--- src/rtl/core/pdr_pkg.sv ---
package pdr_pkg;

	// Request and response words.
	typedef struct packed {
		logic               req_type;
		logic signed [15:0] velocity;
		logic signed [15:0] turn_rate;
		logic        [15:0] time_step;
	} req_t;

	typedef struct packed {
		logic signed [31:0] pos_x;
		logic signed [31:0] pos_y;
		logic signed [15:0] heading;
	} rsp_t;

	// Request kinds.
	localparam logic REQ_ADVANCE = 1'b0;
	localparam logic REQ_CLEAR   = 1'b1;

	// Operand selection of the shared multiplier.
	typedef enum logic [2:0] {
		MUL_NONE = 3'd0,
		MUL_OM   = 3'd1,
		MUL_COS  = 3'd2,
		MUL_SIN  = 3'd3,
		MUL_VEL  = 3'd4
	} mul_sel_t;

	localparam int ATAN_IDX_W = 5;

	// Commands from the controller to the datapath.
	typedef struct packed {
		logic                  load;
		logic                  rot;
		logic [ATAN_IDX_W-1:0] iter;
		mul_sel_t              mul_sel;
		logic                  cap_dh;
		logic                  cap_dx;
		logic                  cap_dy;
		logic                  commit;
		logic                  clear;
	} cmd_t;

	// CORDIC constants: gain-compensated start in Q1.30, angles in Q3.29.
	localparam logic signed [33:0] CORDIC_K    = 34'sd652032874;
	localparam logic signed [31:0] HALF_PI_Q29 = 32'sd843314857;
	localparam logic signed [31:0] PI_Q29      = 32'sd1686629713;

	// Heading limits in Q3.13, held at the width of the unwrapped sum.
	localparam logic signed [18:0] PI_Q13     = 19'sd25736;
	localparam logic signed [18:0] TWO_PI_Q13 = 19'sd51472;

	function automatic logic signed [31:0] atan_q29(input logic [ATAN_IDX_W-1:0] idx);
		logic signed [31:0] v;
		case (idx)
			5'd0:    v = 32'sd421657428;
			5'd1:    v = 32'sd248918915;
			5'd2:    v = 32'sd131521918;
			5'd3:    v = 32'sd66762579;
			5'd4:    v = 32'sd33510843;
			5'd5:    v = 32'sd16771758;
			5'd6:    v = 32'sd8387925;
			5'd7:    v = 32'sd4194219;
			5'd8:    v = 32'sd2097141;
			5'd9:    v = 32'sd1048575;
			5'd10:   v = 32'sd524288;
			5'd11:   v = 32'sd262144;
			5'd12:   v = 32'sd131072;
			5'd13:   v = 32'sd65536;
			5'd14:   v = 32'sd32768;
			5'd15:   v = 32'sd16384;
			5'd16:   v = 32'sd8192;
			5'd17:   v = 32'sd4096;
			5'd18:   v = 32'sd2048;
			5'd19:   v = 32'sd1024;
			5'd20:   v = 32'sd512;
			5'd21:   v = 32'sd256;
			5'd22:   v = 32'sd128;
			5'd23:   v = 32'sd64;
			default: v = 32'sd0;
		endcase
		return v;
	endfunction

endpackage

--- src/rtl/core/pdr_ctrl.sv ---
module pdr_ctrl #(
	parameter int CORDIC_ITERATIONS = 16
) (
	input  logic           clk,
	input  logic           arst_n,
	input  logic           req_valid,
	output logic           req_ready,
	input  logic           req_type,
	output logic           rsp_valid,
	input  logic           rsp_ready,
	output pdr_pkg::cmd_t  cmd
);

	localparam int ITW = $clog2(CORDIC_ITERATIONS);
	localparam logic [ITW-1:0] LAST_ITER = ITW'(CORDIC_ITERATIONS - 1);

	typedef enum logic [9:0] {
		ST_IDLE = 10'b00_0000_0001,
		ST_MOM  = 10'b00_0000_0010,
		ST_ROT  = 10'b00_0000_0100,
		ST_MC   = 10'b00_0000_1000,
		ST_MCV  = 10'b00_0001_0000,
		ST_MS   = 10'b00_0010_0000,
		ST_MSV  = 10'b00_0100_0000,
		ST_DY   = 10'b00_1000_0000,
		ST_UPD  = 10'b01_0000_0000,
		ST_CLR  = 10'b10_0000_0000
	} state_t;

	state_t         state_q, state_d;
	logic [ITW-1:0] cnt_q, cnt_d;
	logic           rsp_valid_q;
	logic           rsp_set;
	logic           out_free;

	assign out_free  = !rsp_valid_q || rsp_ready;
	assign rsp_valid = rsp_valid_q;

	always_comb begin
		cmd       = '0;
		state_d   = state_q;
		cnt_d     = cnt_q;
		req_ready = 1'b0;
		rsp_set   = 1'b0;
		case (state_q)
			ST_IDLE: begin
				req_ready = 1'b1;
				if (req_valid) begin
					cmd.load = 1'b1;
					state_d  = (req_type == pdr_pkg::REQ_CLEAR) ? ST_CLR : ST_MOM;
				end
			end
			ST_MOM: begin
				cmd.mul_sel = pdr_pkg::MUL_OM;
				cnt_d       = '0;
				state_d     = ST_ROT;
			end
			ST_ROT: begin
				cmd.rot  = 1'b1;
				cmd.iter = pdr_pkg::ATAN_IDX_W'(cnt_q);
				if (cnt_q == LAST_ITER) begin
					state_d = ST_MC;
				end else begin
					cnt_d = cnt_q + 1'b1;
				end
			end
			ST_MC: begin
				cmd.mul_sel = pdr_pkg::MUL_COS;
				cmd.cap_dh  = 1'b1;
				state_d     = ST_MCV;
			end
			ST_MCV: begin
				cmd.mul_sel = pdr_pkg::MUL_VEL;
				state_d     = ST_MS;
			end
			ST_MS: begin
				cmd.mul_sel = pdr_pkg::MUL_SIN;
				cmd.cap_dx  = 1'b1;
				state_d     = ST_MSV;
			end
			ST_MSV: begin
				cmd.mul_sel = pdr_pkg::MUL_VEL;
				state_d     = ST_DY;
			end
			ST_DY: begin
				cmd.cap_dy = 1'b1;
				state_d    = ST_UPD;
			end
			ST_UPD: begin
				// The pose moves only when the response register can take the word.
				if (out_free) begin
					cmd.commit = 1'b1;
					rsp_set    = 1'b1;
					state_d    = ST_IDLE;
				end
			end
			ST_CLR: begin
				if (out_free) begin
					cmd.clear = 1'b1;
					rsp_set   = 1'b1;
					state_d   = ST_IDLE;
				end
			end
			default: begin
				state_d = ST_IDLE;
			end
		endcase
	end

	always_ff @(posedge clk or negedge arst_n) begin
		if (!arst_n) begin
			state_q     <= ST_IDLE;
			cnt_q       <= '0;
			rsp_valid_q <= 1'b0;
		end else begin
			state_q <= state_d;
			cnt_q   <= cnt_d;
			if (rsp_set) begin
				rsp_valid_q <= 1'b1;
			end else if (rsp_ready) begin
				rsp_valid_q <= 1'b0;
			end
		end
	end

endmodule

--- src/rtl/core/pdr_dpath.sv ---
module pdr_dpath (
	input  logic          clk,
	input  logic          arst_n,
	input  pdr_pkg::cmd_t cmd,
	input  pdr_pkg::req_t req,
	output pdr_pkg::rsp_t rsp
);

	localparam logic signed [65:0] RND38 = 66'sd1 <<< 37;
	localparam logic signed [65:0] RND15 = 66'sd1 <<< 14;
	localparam logic signed [18:0] TWO_PI_Q13_W = pdr_pkg::TWO_PI_Q13;

	// Captured request fields.
	logic signed [15:0] vel_q;
	logic signed [15:0] om_q;
	logic        [15:0] dt_q;

	// CORDIC state: x and y in Q1.30, residual angle in Q3.29.
	logic signed [33:0] cx_q, cy_q;
	logic signed [31:0] cz_q;
	logic               flip_q;

	logic signed [65:0] prod_q;
	logic signed [17:0] dh_q;
	logic signed [27:0] dx_q, dy_q;

	logic signed [31:0] pos_x_q, pos_y_q;
	logic signed [15:0] head_q;
	pdr_pkg::rsp_t      rsp_q;

	logic signed [31:0] z0;
	logic signed [33:0] xs, ys;
	logic signed [31:0] atan_v;
	logic signed [33:0] cos_v, sin_v;
	logic signed [48:0] mul_a;
	logic signed [16:0] mul_b;
	logic signed [65:0] mul_p;
	logic signed [65:0] rnd38, rnd15;
	logic signed [33:0] sum_x, sum_y;
	logic signed [31:0] nx, ny;
	logic signed [18:0] hs, hm1, hm2, hp1, hp2, hw;

	function automatic logic signed [31:0] sat32(input logic signed [33:0] v);
		logic signed [31:0] r;
		if (v[33:31] == 3'b000 || v[33:31] == 3'b111) begin
			r = v[31:0];
		end else if (v[33]) begin
			r = {1'b1, {31{1'b0}}};
		end else begin
			r = {1'b0, {31{1'b1}}};
		end
		return r;
	endfunction

	assign z0 = {head_q, 16'b0};

	assign xs     = cx_q >>> cmd.iter;
	assign ys     = cy_q >>> cmd.iter;
	assign atan_v = pdr_pkg::atan_q29(cmd.iter);

	// Undo the half-turn fold taken when the angle was brought into range.
	assign cos_v = flip_q ? -cx_q : cx_q;
	assign sin_v = flip_q ? -cy_q : cy_q;

	always_comb begin
		case (cmd.mul_sel)
			pdr_pkg::MUL_OM: begin
				mul_a = 49'(om_q);
				mul_b = $signed({1'b0, dt_q});
			end
			pdr_pkg::MUL_COS: begin
				mul_a = 49'(cos_v);
				mul_b = $signed({1'b0, dt_q});
			end
			pdr_pkg::MUL_SIN: begin
				mul_a = 49'(sin_v);
				mul_b = $signed({1'b0, dt_q});
			end
			pdr_pkg::MUL_VEL: begin
				mul_a = prod_q[48:0];
				mul_b = 17'(vel_q);
			end
			default: begin
				mul_a = '0;
				mul_b = '0;
			end
		endcase
	end

	assign mul_p = mul_a * mul_b;

	assign rnd38 = prod_q + RND38;
	assign rnd15 = prod_q + RND15;

	assign sum_x = 34'(pos_x_q) + 34'(dx_q);
	assign sum_y = 34'(pos_y_q) + 34'(dy_q);
	assign nx    = sat32(sum_x);
	assign ny    = sat32(sum_y);

	// Heading wrap: the step is bounded so two corrections of a full turn suffice.
	assign hs  = 19'(head_q) + 19'(dh_q);
	assign hm1 = hs - TWO_PI_Q13_W;
	assign hm2 = hm1 - TWO_PI_Q13_W;
	assign hp1 = hs + TWO_PI_Q13_W;
	assign hp2 = hp1 + TWO_PI_Q13_W;

	always_comb begin
		if (hs > pdr_pkg::PI_Q13) begin
			hw = (hm1 > pdr_pkg::PI_Q13) ? hm2 : hm1;
		end else if (hs <= -pdr_pkg::PI_Q13) begin
			hw = (hp1 <= -pdr_pkg::PI_Q13) ? hp2 : hp1;
		end else begin
			hw = hs;
		end
	end

	always_ff @(posedge clk) begin
		if (cmd.load) begin
			vel_q <= req.velocity;
			om_q  <= req.turn_rate;
			dt_q  <= req.time_step;
			cx_q  <= pdr_pkg::CORDIC_K;
			cy_q  <= '0;
			if (z0 > pdr_pkg::HALF_PI_Q29) begin
				cz_q   <= z0 - pdr_pkg::PI_Q29;
				flip_q <= 1'b1;
			end else if (z0 < -pdr_pkg::HALF_PI_Q29) begin
				cz_q   <= z0 + pdr_pkg::PI_Q29;
				flip_q <= 1'b1;
			end else begin
				cz_q   <= z0;
				flip_q <= 1'b0;
			end
		end else if (cmd.rot) begin
			if (!cz_q[31]) begin
				cx_q <= cx_q - ys;
				cy_q <= cy_q + xs;
				cz_q <= cz_q - atan_v;
			end else begin
				cx_q <= cx_q + ys;
				cy_q <= cy_q - xs;
				cz_q <= cz_q + atan_v;
			end
		end
		if (cmd.mul_sel != pdr_pkg::MUL_NONE) begin
			prod_q <= mul_p;
		end
		if (cmd.cap_dh) begin
			dh_q <= rnd15[32:15];
		end
		if (cmd.cap_dx) begin
			dx_q <= rnd38[65:38];
		end
		if (cmd.cap_dy) begin
			dy_q <= rnd38[65:38];
		end
		if (cmd.commit) begin
			rsp_q.pos_x   <= nx;
			rsp_q.pos_y   <= ny;
			rsp_q.heading <= hw[15:0];
		end else if (cmd.clear) begin
			rsp_q <= '0;
		end
	end

	always_ff @(posedge clk or negedge arst_n) begin
		if (!arst_n) begin
			pos_x_q <= '0;
			pos_y_q <= '0;
			head_q  <= '0;
		end else if (cmd.commit) begin
			pos_x_q <= nx;
			pos_y_q <= ny;
			head_q  <= hw[15:0];
		end else if (cmd.clear) begin
			pos_x_q <= '0;
			pos_y_q <= '0;
			head_q  <= '0;
		end
	end

	assign rsp = rsp_q;

endmodule

--- src/rtl/core/pose_dead_reckoning.sv ---
// An advance word runs through ST_MOM, the CORDIC rotation in ST_ROT, ST_MC,
// ST_MCV, ST_MS, ST_MSV, ST_DY and ST_UPD; a clear word goes through ST_CLR.
// Only one request is in work at a time. The CORDIC rotation is iterative and the
// shared multiplier forms the displacement in four passes.
// A new request is taken while a finished response still waits in the output register.
// Reset (arst_n low) clears the pose to zero and empties the response register.
module pose_dead_reckoning #(
	parameter int CORDIC_ITERATIONS = 16
) (
	input  logic          clk,
	input  logic          arst_n,
	input  logic          req_valid,
	output logic          req_ready,
	input  pdr_pkg::req_t req,
	output logic          rsp_valid,
	input  logic          rsp_ready,
	output pdr_pkg::rsp_t rsp
);

	pdr_pkg::cmd_t cmd;

	pdr_ctrl #(
		.CORDIC_ITERATIONS(CORDIC_ITERATIONS)
	) u_ctrl (
		.clk       (clk),
		.arst_n    (arst_n),
		.req_valid (req_valid),
		.req_ready (req_ready),
		.req_type  (req.req_type),
		.rsp_valid (rsp_valid),
		.rsp_ready (rsp_ready),
		.cmd       (cmd)
	);

	pdr_dpath u_dpath (
		.clk    (clk),
		.arst_n (arst_n),
		.cmd    (cmd),
		.req    (req),
		.rsp    (rsp)
	);

endmodule

--- config.mk ---
export PLATFORM = sky130hd
export DESIGN_NAME = pose_dead_reckoning
export DESIGN_NICKNAME = d
export VERILOG_FILES = /design/src/rtl/core/pdr_pkg.sv /design/src/rtl/core/pdr_ctrl.sv /design/src/rtl/core/pdr_dpath.sv /design/src/rtl/core/pose_dead_reckoning.sv
export SDC_FILE = /design/constraint.sdc
export NUM_CORES = 2
export LEC_CHECK = 0
export BUFFER_PORTS_ARGS = -buffer_cell sky130_fd_sc_hd__buf_4
export CAP_MARGIN = 5
export CORE_UTILIZATION = 61
export DETAILED_ROUTE_END_ITERATION = 8
export PLACE_DENSITY = 0.78
export SKIP_CTS_REPAIR_TIMING = 1
export SKIP_LAST_GASP = 1
export SYNTH_ARGS = -nofsm -noshare
export SYNTH_HDL_FRONTEND = slang
export SYNTH_SLANG_ARGS = --single-unit
--- constraint.sdc ---
create_clock -name clk -period 13.3 [get_ports clk]
set_input_delay 0 -clock clk [delete_from_list [all_inputs] [get_ports clk]]
set_output_delay 0 -clock clk [all_outputs]
set_load 0.02 [all_outputs]
# After elaboration in Yosys (flattened, before gate mapping)

Memory sizes are Yosys's and may differ from the RTL's.
Cells that the tools add are included.

$add $sub $neg: 20
Multiply operators: 1
Div/mod/pow operators: 0
Order comparisons: 6
Eq/ne operators: 21
Shift operators: 2
Muxes and demuxes: 48
Bitwise logic cells: 0
Reductions and logical operators: 16

Operator list:

| kind                                                             | number |
|---|---|
| two-way mux 32 bit                                               | 12 |
| case mux 49 bit (4 select lines)                                 | 1 |
| two-way mux 80 bit                                               | 2 |
| two-way mux 34 bit                                               | 4 |
| two-way mux 16 bit                                               | 6 |
| case mux 10 bit (9 select lines)                                 | 1 |
| adder 34 bit                                                     | 2 |
| negation 34 bit                                                  | 2 |
| >>> shifter 34 x 5 -> 34 bit                                     | 2 |
| subtractor 34 bit                                                | 2 |
| adder 32 x 28 -> 33 bit                                          | 2 |
| adder 66 x 39 -> 66 bit, second input constant                   | 1 |
| multiplier 49 x 17 -> 66 bit                                     | 1 |
| two-way mux 10 bit                                               | 4 |
| > comparator 19 x 16 -> 1 bit, second input constant             | 2 |
| less-or-equal comparator 19 x 16 -> 1 bit, second input constant | 2 |
| case mux 17 bit (2 select lines)                                 | 1 |
| adder 33 x 16 -> 33 bit, second input constant                   | 1 |
| adder 32 bit                                                     | 1 |
| adder 32 bit, second input constant                              | 1 |
| > comparator 32 x 31 -> 1 bit, second input constant             | 1 |
| < comparator 32 x 31 -> 1 bit, second input constant             | 1 |
| subtractor 32 bit                                                | 1 |
| subtractor 32 bit, second input constant                         | 1 |
| other kinds (36)                                                 | 60 |

Flip-flop bits (word level): 464
Bits in latches: 0
RAM bits: 0
Memory bits (read-only): 928
Input port bits: 53
Output and inout port bits: 82
Word-level logic and storage cells: 135
Memories: 1

Memories:

| name             | depth | width | rd ports | clocked after memory_dff | wr ports | RTL line      | text |
|---|---|---|---|---|---|---|---|
| (name not given) | 32    | 29    | 1        | 0                        | 0        | pdr_pkg.sv:56 | `case (idx)` |

# Logic depth before layout (Yosys ltp)

Depth after elaboration: 7
Mapped depth: 41
Depth with buffers taken out: 39

# By module

From an unflattened synthesis, not the netlist that was laid out.

Cells, all modules: 7037
Area total of the unflattened synthesis: 63608.5 um^2

By module, submodules not included:

| module    | instances | cells each | area an instance (um^2) | sequential area each (um^2) |
|---|---|---|---|---|
| pdr_dpath | 1         | 6944       | 62692.6                 | 12401.9 |
| pdr_ctrl  | 1         | 93         | 915.9                   | 376.6 |

# Worst setup path before layout

Ideal clock, no wire load.

Kind: reg2reg
Start point: register u_dpath.cx_q[2]
End point: register u_dpath.prod_q[58] (data pin)
Setup time: 265 ps
Arrival: 10128 ps
Required time: 13035 ps
Path slack: 2907 ps
Cell stages (with the launch flop): 37
Buffers on the path: 1
Period minus slack after synthesis: 10393 ps
Path through: dfxtp_1 > clkbuf_1 > nor2_1 > nand2_1 > or4_1 > or3_1 > or4_1 > or4_1 > o31ai_1 > xnor2_1 > nor2_1 > a2111oi_0 > nor2_1 > fa_1 > inv_1 > fa_1 > fa_1 > inv_1 > fa_1 > fa_1 > inv_1 > fa_1 > inv_1 > ha_1 > a21o_1 > a21o_1 > a21oi_1 > o21ai_0 > o31ai_1 > a21oi_1 > a31oi_1 > o21ai_0 > a211oi_1 > o21bai_1 > a21o_1 > a21oi_1 > xnor2_1

Word-level cells in the longest chain between the ends: 4

RTL lines:

| element                              | RTL line         | text |
|---|---|---|
| from (decl)                          | pdr_dpath.sv:19  | `logic signed [33:0] cx_q, cy_q;` |
| from (signal assigned)               | pdr_dpath.sv:122 | `cx_q <= pdr_pkg::CORDIC_K;` |
| from (signal assigned)               | pdr_dpath.sv:136 | `cx_q <= cx_q - ys;` |
| from (signal assigned)               | pdr_dpath.sv:140 | `cx_q <= cx_q + ys;` |
| negation 34 bit                      | pdr_dpath.sv:62  | `assign cos_v = flip_q ? -cx_q : cx_q;` |
| two-way mux 34 bit (*)               | pdr_dpath.sv:62  |  |
| case mux 49 bit (4 select lines) (*) | pdr_dpath.sv:66  | `case (cmd.mul_sel)` |
| multiplier 49 x 17 -> 66 bit (*)     | pdr_dpath.sv:90  | `assign mul_p = mul_a * mul_b;` |
| named net u_dpath.mul_p[58]          | pdr_dpath.sv:37  | `logic signed [65:0] mul_p;` |
| to (signal assigned)                 | pdr_dpath.sv:146 | `prod_q <= mul_p;` |
| to (decl)                            | pdr_dpath.sv:23  | `logic signed [65:0] prod_q;` |

The timed path passes the listed nets; every way through them passes the cells marked *.
A chain may end at the register's enable or synchronous reset.

# Worst setup path after layout

Start point: register u_dpath.cx_q[3]
End point: register u_dpath.prod_q[58] (data pin)

The elaborated chain is that of the path after synthesis.

==> flow_metrics.env <==
export IMPL_path_common_cell="fa_1"
export IMPL_grt_pass1_wl_mm=322.5
export IMPL_critPathLaunchType="flip-flop"
export IMPL_wl_met3_mm=27.29
export IMPL_root_buffer="clkbuf_16"
export IMPL_wl_per_cell_um=24.82
export IMPL_core_area_um2=102200
export IMPL_synth_area_um2=63160
export IMPL_met2_length_mm=90.55
export IMPL_fin_nets=8361
export IMPL_drv_slew=0
export IMPL_setup_violations_final=0
export IMPL_synth_area_top_cells="fa_1 (25%), edfxtp_1 (14%), ha_1 (6.9%)"
export IMPL_synth_top_area_share_pct=24.78
export IMPL_postRouteAntennaNets=0
export IMPL_max_stage_delay_ns=0.87
export IMPL_io_pin_count=135
export IMPL_overflow=0
export IMPL_vias=55480
export IMPL_synthesis_nets=8408
export IMPL_die_h_um=323.8
export IMPL_ys_flop_type="edfxtp_1"
export IMPL_num_rows=117
export IMPL_first_pass_iters=7
export IMPL_crit_arrival_ns=11.83
export IMPL_tightest_slew_ns=1.293
export IMPL_r2r_cells=36
export IMPL_routed_wl_mm=213.3
export IMPL_min_path_type="in2reg"
export IMPL_critPathRequiredTime_ns=13.72
export IMPL_drtIter0Drc=6797
export IMPL_startpoint="u_dpath.cx_q[3]"
export IMPL_cts_max_level=2
export IMPL_path_max_fanout=9
export IMPL_area_growth_pct=7.383
export IMPL_ys_types=107
export IMPL_seq_area_frac_synth_pct=20.23
export IMPL_comb_power_share_pct=66.4
export IMPL_clock_latency_ns=0.73
export IMPL_leakage_nw=31.44
export IMPL_io_buffer_count=134
export IMPL_p_sw_mw=6.364
export IMPL_clk_pin_slew_ns=0.07
export IMPL_highest_layer="met5"
export IMPL_netSwitchingFraction_pct=51.26
export IMPL_synth_most_common_cell="inv_1"
export IMPL_power_frac_seq_pct=20.3
export IMPL_grt_max_degree=73
export IMPL_ys_top_cells_by_count="inv_1 (978), nor2_1 (789), fa_1 (782)"
export IMPL_avgSynthCellArea_um2=8.744
export IMPL_hold_ws_ns=0.04962
export IMPL_cts_buffer_depth=3
export IMPL_yosys_warnings=0
export IMPL_ir_worst_vdd_v=0.0002086
export IMPL_slew_headroom_pct=13.28
export IMPL_grt_pass1_vias=53730
export IMPL_async_reset_ff_share_pct=20.47
export IMPL_clkPwrFrac_pct=13.3
export IMPL_critPathSlowestCell="a2111oi_2"
export IMPL_cts_tree="done"
export IMPL_synth_enable_flop_cells=301
export IMPL_synth_area_leader_cell="fa_1"
export IMPL_start_util_pct=61.82
export IMPL_cts_made_buffers=56
export IMPL_final_util_pct=66.38
export IMPL_drive_gt1_share_pct=6.381
export IMPL_r2r_end="u_dpath.prod_q[58]"
export IMPL_total_power_mw=12.41
export IMPL_r2r_setup_slack_ns=1.89
export IMPL_dp_hpwl_mm=164.3
export IMPL_cts_sinks=464
export IMPL_r2r_start="u_dpath.cx_q[3]"
export IMPL_fin_tns_setup_ns=0
export IMPL_die_area_um2=104800
export IMPL_crit_end="u_dpath.prod_q[58]"
export IMPL_critPathCaptureType="flip-flop"
export IMPL_p_int_mw=6.051
export IMPL_drc_errors=0
export IMPL_maxCapViolCount=0
export IMPL_syn_inst=7224
export IMPL_finalCritPeriodShare_pct=85.79
export IMPL_critical_path_class="reg2reg"
export IMPL_gp_congestion=1.024
export IMPL_gr_usage_all_layers_pct=40.71
export IMPL_die_w_um=323.8
export IMPL_finalCriticalPeriod_ns=11.41
export IMPL_rsz0062_at_grt="false"
export IMPL_cellPowerDensity_nw_per_um2=183.0
export IMPL_synth_seq_cells=464
export IMPL_antenna_cells=0
export IMPL_fmax_ghz=0.08764
export IMPL_skew_ns=0.06652
export IMPL_hold_viol_final=0
export IMPL_outcome="completed"
export IMPL_grt_antenna_before_repair=4
export IMPL_vias_per_cell=6.456
export IMPL_wl_met1_mm=83.14
export IMPL_n_fill_cell=8535
==> metrics by stage <==
stage / setup WS, ns / instance area, um2 / cells
after floorplan: 2.907 / 63160 / 7224
after global placement: 2.198 / 65330 / 8433
after detailed placement: 2.091 / 65330 / 8433
after CTS: 2.040 / 67270 / 8539
after global routing: 1.200 / 67830 / 8593
final: 1.889 / 67830 / 8593
==> layout by cell type (no fill, tap or decap), types with 93 or more instances in the layout <==
| master | n |
|---|---|
| dfrtp_1 | 93 |
| xnor2_1 | 287 |
| fa_1 | 782 |
| o21ai_0 | 301 |
| nor2_1 | 786 |
| inv_1 | 975 |
| nand2_1 | 742 |
| buf_4 | 231 |
| nand3_1 | 127 |
| a21o_1 | 180 |
| xor2_1 | 176 |
| ha_1 | 349 |
| edfxtp_1 | 301 |
| a21oi_1 | 344 |
==> flip-flops by register name, indices dropped and copies added (netlist names) <==
register and cells:
u_dpath.dx_q 28, u_dpath.dt_q 16, u_dpath.prod_q 66, u_dpath.rsp 80, u_dpath.head_q 16, u_dpath.vel_q 16
u_dpath.flip_q 1, u_ctrl.rsp_valid 1, u_dpath.cy_q 34, u_ctrl.state_q 10, u_dpath.dy_q 28, u_dpath.om_q 16
u_dpath.pos_x_q 32, u_dpath.dh_q 18, u_dpath.cx_q 34, u_ctrl.cnt_q 4, u_dpath.cz_q 32, u_dpath.pos_y_q 32
==> routing by layer <==
metal / up-vias / track usage [%]
met4: 2 / 20.57
li1: 24190 / -
met1: 27030 / 55.09
met2: 3540 / 59.88
met3: 717 / 11.33
met5: - / 0
==> critical path: cells and delay by family (launching register included) <==
| family | cells | cell delay [ns] |
|---|---|---|
| buffers and inverters | 4 | 0.21 |
| and+or+nand+nor | 10 | 2.80 |
| adders and majority gates | 7 | 3.42 |
| xor gates and xnor gates | 2 | 0.26 |
| AOI/OAI and AO/OA | 13 | 4.04 |
| DFF | 1 | 0.42 |
==> area by class of cell <==
type	instances	area, um2	share of cell area, %
multi-input cells	5387	45380	66.91
flip-flops and latches	464	12780	18.84
inverters	981	3686	5.434
repair buffers	287	2332	3.438
well taps	1368	1712	2.524
clock buffers	71	1518	2.238
clock inverters	35	417.9	0.6161
==> how the worst min path moves through the flow <==
stage               startpoint             endpoint  slack (ns)  depth (start not counted)
global route           req[18]      u_dpath.om_q[2]        0.05                          2
finish                 req[26]     u_dpath.om_q[10]        0.05                          2
global placement        arst_n  u_dpath.pos_y_q[21]        0.02                          1
CTS                     arst_n  u_dpath.pos_y_q[26]       -0.70                          1
detailed placement      arst_n  u_dpath.pos_y_q[21]        0.02                          1
floorplan               arst_n      u_ctrl.cnt_q[0]       -0.30                          0
==> logic make-up after synthesis <==
| kind of cell | Yosys count | share of synthesized area [%] |
|---|---|---|
| simple gates | 2140 | 15.03 |
| compound gates | 1548 | 16.43 |
| buf+inv | 1373 | 8.423 |
| fa+ha+maj | 1134 | 31.75 |
| flops | 464 | 20.23 |
| xor+xnor | 463 | 6.420 |
| mux | 102 | 1.717 |
==> power groups by stage <==
stage / Clock (mW) / Combinational, mW / Sequential (mW)
after floorplan: 0 / 6.17 / 2.21
after global placement: 0 / 7.85 / 2.50
after detailed placement: 0 / 7.96 / 2.51
after CTS: 1.67 / 8.01 / 2.49
after global routing: 1.71 / 8.91 / 2.54
final: 1.65 / 8.25 / 2.52
No activity file was read; power rests on OpenSTA's default activity.
